### config.mk
export PLATFORM = sky130hd
export DESIGN_NAME = lbcd_ram
export DESIGN_NICKNAME = d
export VERILOG_FILES = /design/src/rtl/lbcd_ram.sv
export SDC_FILE = /design/constraint.sdc
export NUM_CORES = 1
export LEC_CHECK = 0
export BUFFER_PORTS_ARGS = -buffer_cell sky130_fd_sc_hd__buf_4
export CAP_MARGIN = 30
export CORE_MARGIN = 4
export CORE_UTILIZATION = 30
export CTS_CLUSTER_SIZE = 28
export DETAILED_ROUTE_END_ITERATION = 16
export PLACE_DENSITY = 0.49
export SLEW_MARGIN = 0
export SYNTH_ARGS = -nofsm -noshare
export SYNTH_HDL_FRONTEND = slang
export SYNTH_SLANG_ARGS = --single-unit
### constraint.sdc
create_clock -name clk -period 1.1 [get_ports clk]
set_clock_uncertainty 0.15 [all_clocks]
set_input_delay 0.22 -clock clk [delete_from_list [all_inputs] [get_ports clk]]
set_output_delay 0.22 -clock clk [all_outputs]
set_load 0.01 [all_outputs]
### src/rtl/lbcd_ram.sv
// Generic single-port-write, registered-read RAM.
`default_nettype none
module lbcd_ram #(
  parameter int WIDTH = 8,
  parameter int DEPTH = 2,
  parameter int ADDR_W = (DEPTH > 1) ? $clog2(DEPTH) : 1
) (
  input  wire logic              clk,
  input  wire logic              wr_en,
  input  wire logic [ADDR_W-1:0] wr_addr,
  input  wire logic [WIDTH-1:0]  wr_data,
  input  wire logic              rd_en,
  input  wire logic [ADDR_W-1:0] rd_addr,
  output logic      [WIDTH-1:0]  rd_data
);

  logic [WIDTH-1:0] mem [DEPTH];

  always_ff @(posedge clk) begin
    if (wr_en) begin
      mem[wr_addr] <= wr_data;
    end
    if (rd_en) begin
      rd_data <= mem[rd_addr];
    end
  end

endmodule
`default_nettype wire

==> run metrics <==
synthesized flop and latch total=24; port bufs=20; GRT Overall Usage=0.07009; syn avg cell area=24.70 µm²; Clk pin slew, worst setup/hold paths=0.12 ns; Pins Over Slew Limit=0; leading area contributor after synthesis=edfxtp_1; fin crit share=1.098; Layout area overhead=37.92%; Synth Cell Area=864.6 µm²; post-synthesis mux area share=0.1389; post-synthesis simple-gate area fraction=0.01447; Inst Count DP=87; FP Rows=19; most common cell in the netlist=edfxtp_1; Initial Utilization=0.3135; CP startpoint kind=register; hold crit path type=primary input to register; vias per cell=4.051; main combinational cell family by area after synthesis=multiplexers; CTS tree=built; Final Worst Setup Slack=-0.1073 ns; root buf cell=clkbuf_4; total grt overflow=0; Hold Crit Depth=1; number of synthesized flops with an enable pin=24; final hold vios=0; initial antenna violation count=0; status=finished with violations; Max-slew headroom=0.7730; XOR/XNOR Fraction of Synth Area=0; crit-path cells=buf_6; WL/cell=11.69 µm; Top FF cell, synth=edfxtp_1; CTS buffer count=3; CTS Sinks=24; RSZ-0062 raised after global routing=yes; largest net degree at the start of global routing=14; die height=61.69 µm; Synth Instances=35; reg2reg path depth=1; GP Congestion=0.6127; DRC viols=0; worst-case clock buffer depth=2; CP arrival=0.84 ns; first-pass detailed-route iteration total=2; crit-path max FO=1; asr flop ratio synth=0; width of the die=61.69 µm; Reg-to-Reg Start=mem[0][4]$_DFFE_PP_; Tightest Pin Transition=0.3405 ns; final setup violating endpoints=8; DR vias=401; Hold Crit Start=rd_en; Pleak=0.4639 nW; Cell Count, Final, Fillers Out=99; Syn. warnings=0; Synth Area in Adders=0; Initial DRC Count=5; CP max stage cell=edfxtp_1; failing checks=negative setup slack; # nets final=82; Core ar.=2758 µm²; top cell type's share of synthesized area=0.8336; ANT cells=0; Tot Pwr=0.001662 W; H-tree Lvls=1; most instantiated cells after synthesis=edfxtp_1, mux2_4, and2_1, buf_6, nor2b_1; fin crit period=1.207 ns; Seq/Total Area, Yosys=0.8336; fmax=828.3 MHz; I/O pins=21; Hold EP=rd_data[7]$_DFFE_PP_; complex-gate fraction of the synthesized area=0; Crit. End Element=output pin; CP Data Required Time=0.73 ns; vias in the first global route=400; first-pass GRT wire length=1780 µm; Max-Cap Viols=0; Unique masters post-synth=5; dominant cells by area after synthesis=edfxtp_1, mux2_4, buf_6; crit path kind=register to output pin; delay-heaviest family, CP=flip-flops; Routed Antenna Nets=0; peak supply drop=645.6 µV; end of the worst register-to-register path=rd_data[4]$_DFFE_PP_; layout cells sized above 1=0.5000; crit-path max cell delay=0.40 ns; PwrDens=1394 nW/µm²; Synthesized Nets=48; clk_lat worst skew=0.31 ns; Die ar.=3805 µm²; Buf/Inv on CP=1; FF-to-FF setup slack=0.06 ns; DRT Wirelength=1157 µm; CP Launch Point=rd_data[4]$_DFFE_PP_
==> layer usage <==
layer	part of all wire	global-route usage	wire (µm)
met5	0	0	0
met4	0.016	0.05455	19
met1	0.42	0.08788	488
met3	0.096	0.02306	111
met2	0.46	0.09865	537
==> state kept, by name, indices dropped and copies added (netlist names) <==
signal,count
mem,16
rd_data,8
==> how the worst max path moves through the flow <==
stage,endpoint,slack [ns],cells after the start
4_1_cts,rd_data[2],-0.13,1
5_1_grt,rd_data[5],-0.16,1
2_1_floorplan,rd_data[0]$_DFFE_PP_,0.05,2
3_5_place_dp,mem[1][5]$_DFFE_PP_,-0.04,2
3_3_place_gp,mem[1][0]$_DFFE_PP_,-0.04,2
6_report,rd_data[4],-0.11,1
==> final cells by class <==
class	count	area (µm²)
well taps	31	38.79
repair buffers	30	271.5
clock buffers	3	22.52
clock inverters	1	3.754
multi-input cells	10	135.1
flip-flops and latches	24	720.7
fillers	252	1565
==> per-stage QoR <==
stage | hold slack [ns] | setup TNS [ns] | worst slack, ns | cell area (µm²) | utilization
after floorplan | 0.1689 | 0 | 0.05356 | 867.1 | -
after global placement | 0.2571 | -0.4525 | -0.03905 | 1060 | 0.3843
after detailed placement | 0.2579 | -0.5431 | -0.04215 | 1060 | 0.3843
after CTS | 0.01608 | -1.025 | -0.1338 | 1181 | 0.4283
after global routing | 0.01279 | -1.234 | -0.1614 | 1192 | 0.4324
final | 0.02901 | -0.8345 | -0.1073 | 1192 | 0.4324
==> power breakdown <==
group,total [W],switching [W],internal [W]
clock,0.000375,0.000243,0.000133
combinational,0.000189,0.0000628,0.000127
sequential,0.00110,0.0000181,0.00108
total,0.00166,0.000324,0.00134
==> timing repair <==
item | 4_1_cts | 5_1_grt
hold endpoints to repair | 16 | 0
endpoints found under the setup margin | 8 | 8
hold buffers | 8 | 0
setup buffers | 0 | 0
gates resized for setup | 4 | 3
==> kinds of logic (layout without fill, tap and decap cells) <==
logic type    Yosys count  in the layout
flops                  24             24
buf+inv                 1             34
simple gates            2              2
mux                     8              8
==> layout by cell type (no fill, tap or decap) <==
cell type,n
and2_1,1
buf_4,15
buf_6,7
clkbuf_4,3
clkinv_1,1
dlygate4sd3_1,8
edfxtp_1,24
mux2_4,8
nor2b_2,1
No activity file was read; power rests on OpenSTA's default activity.
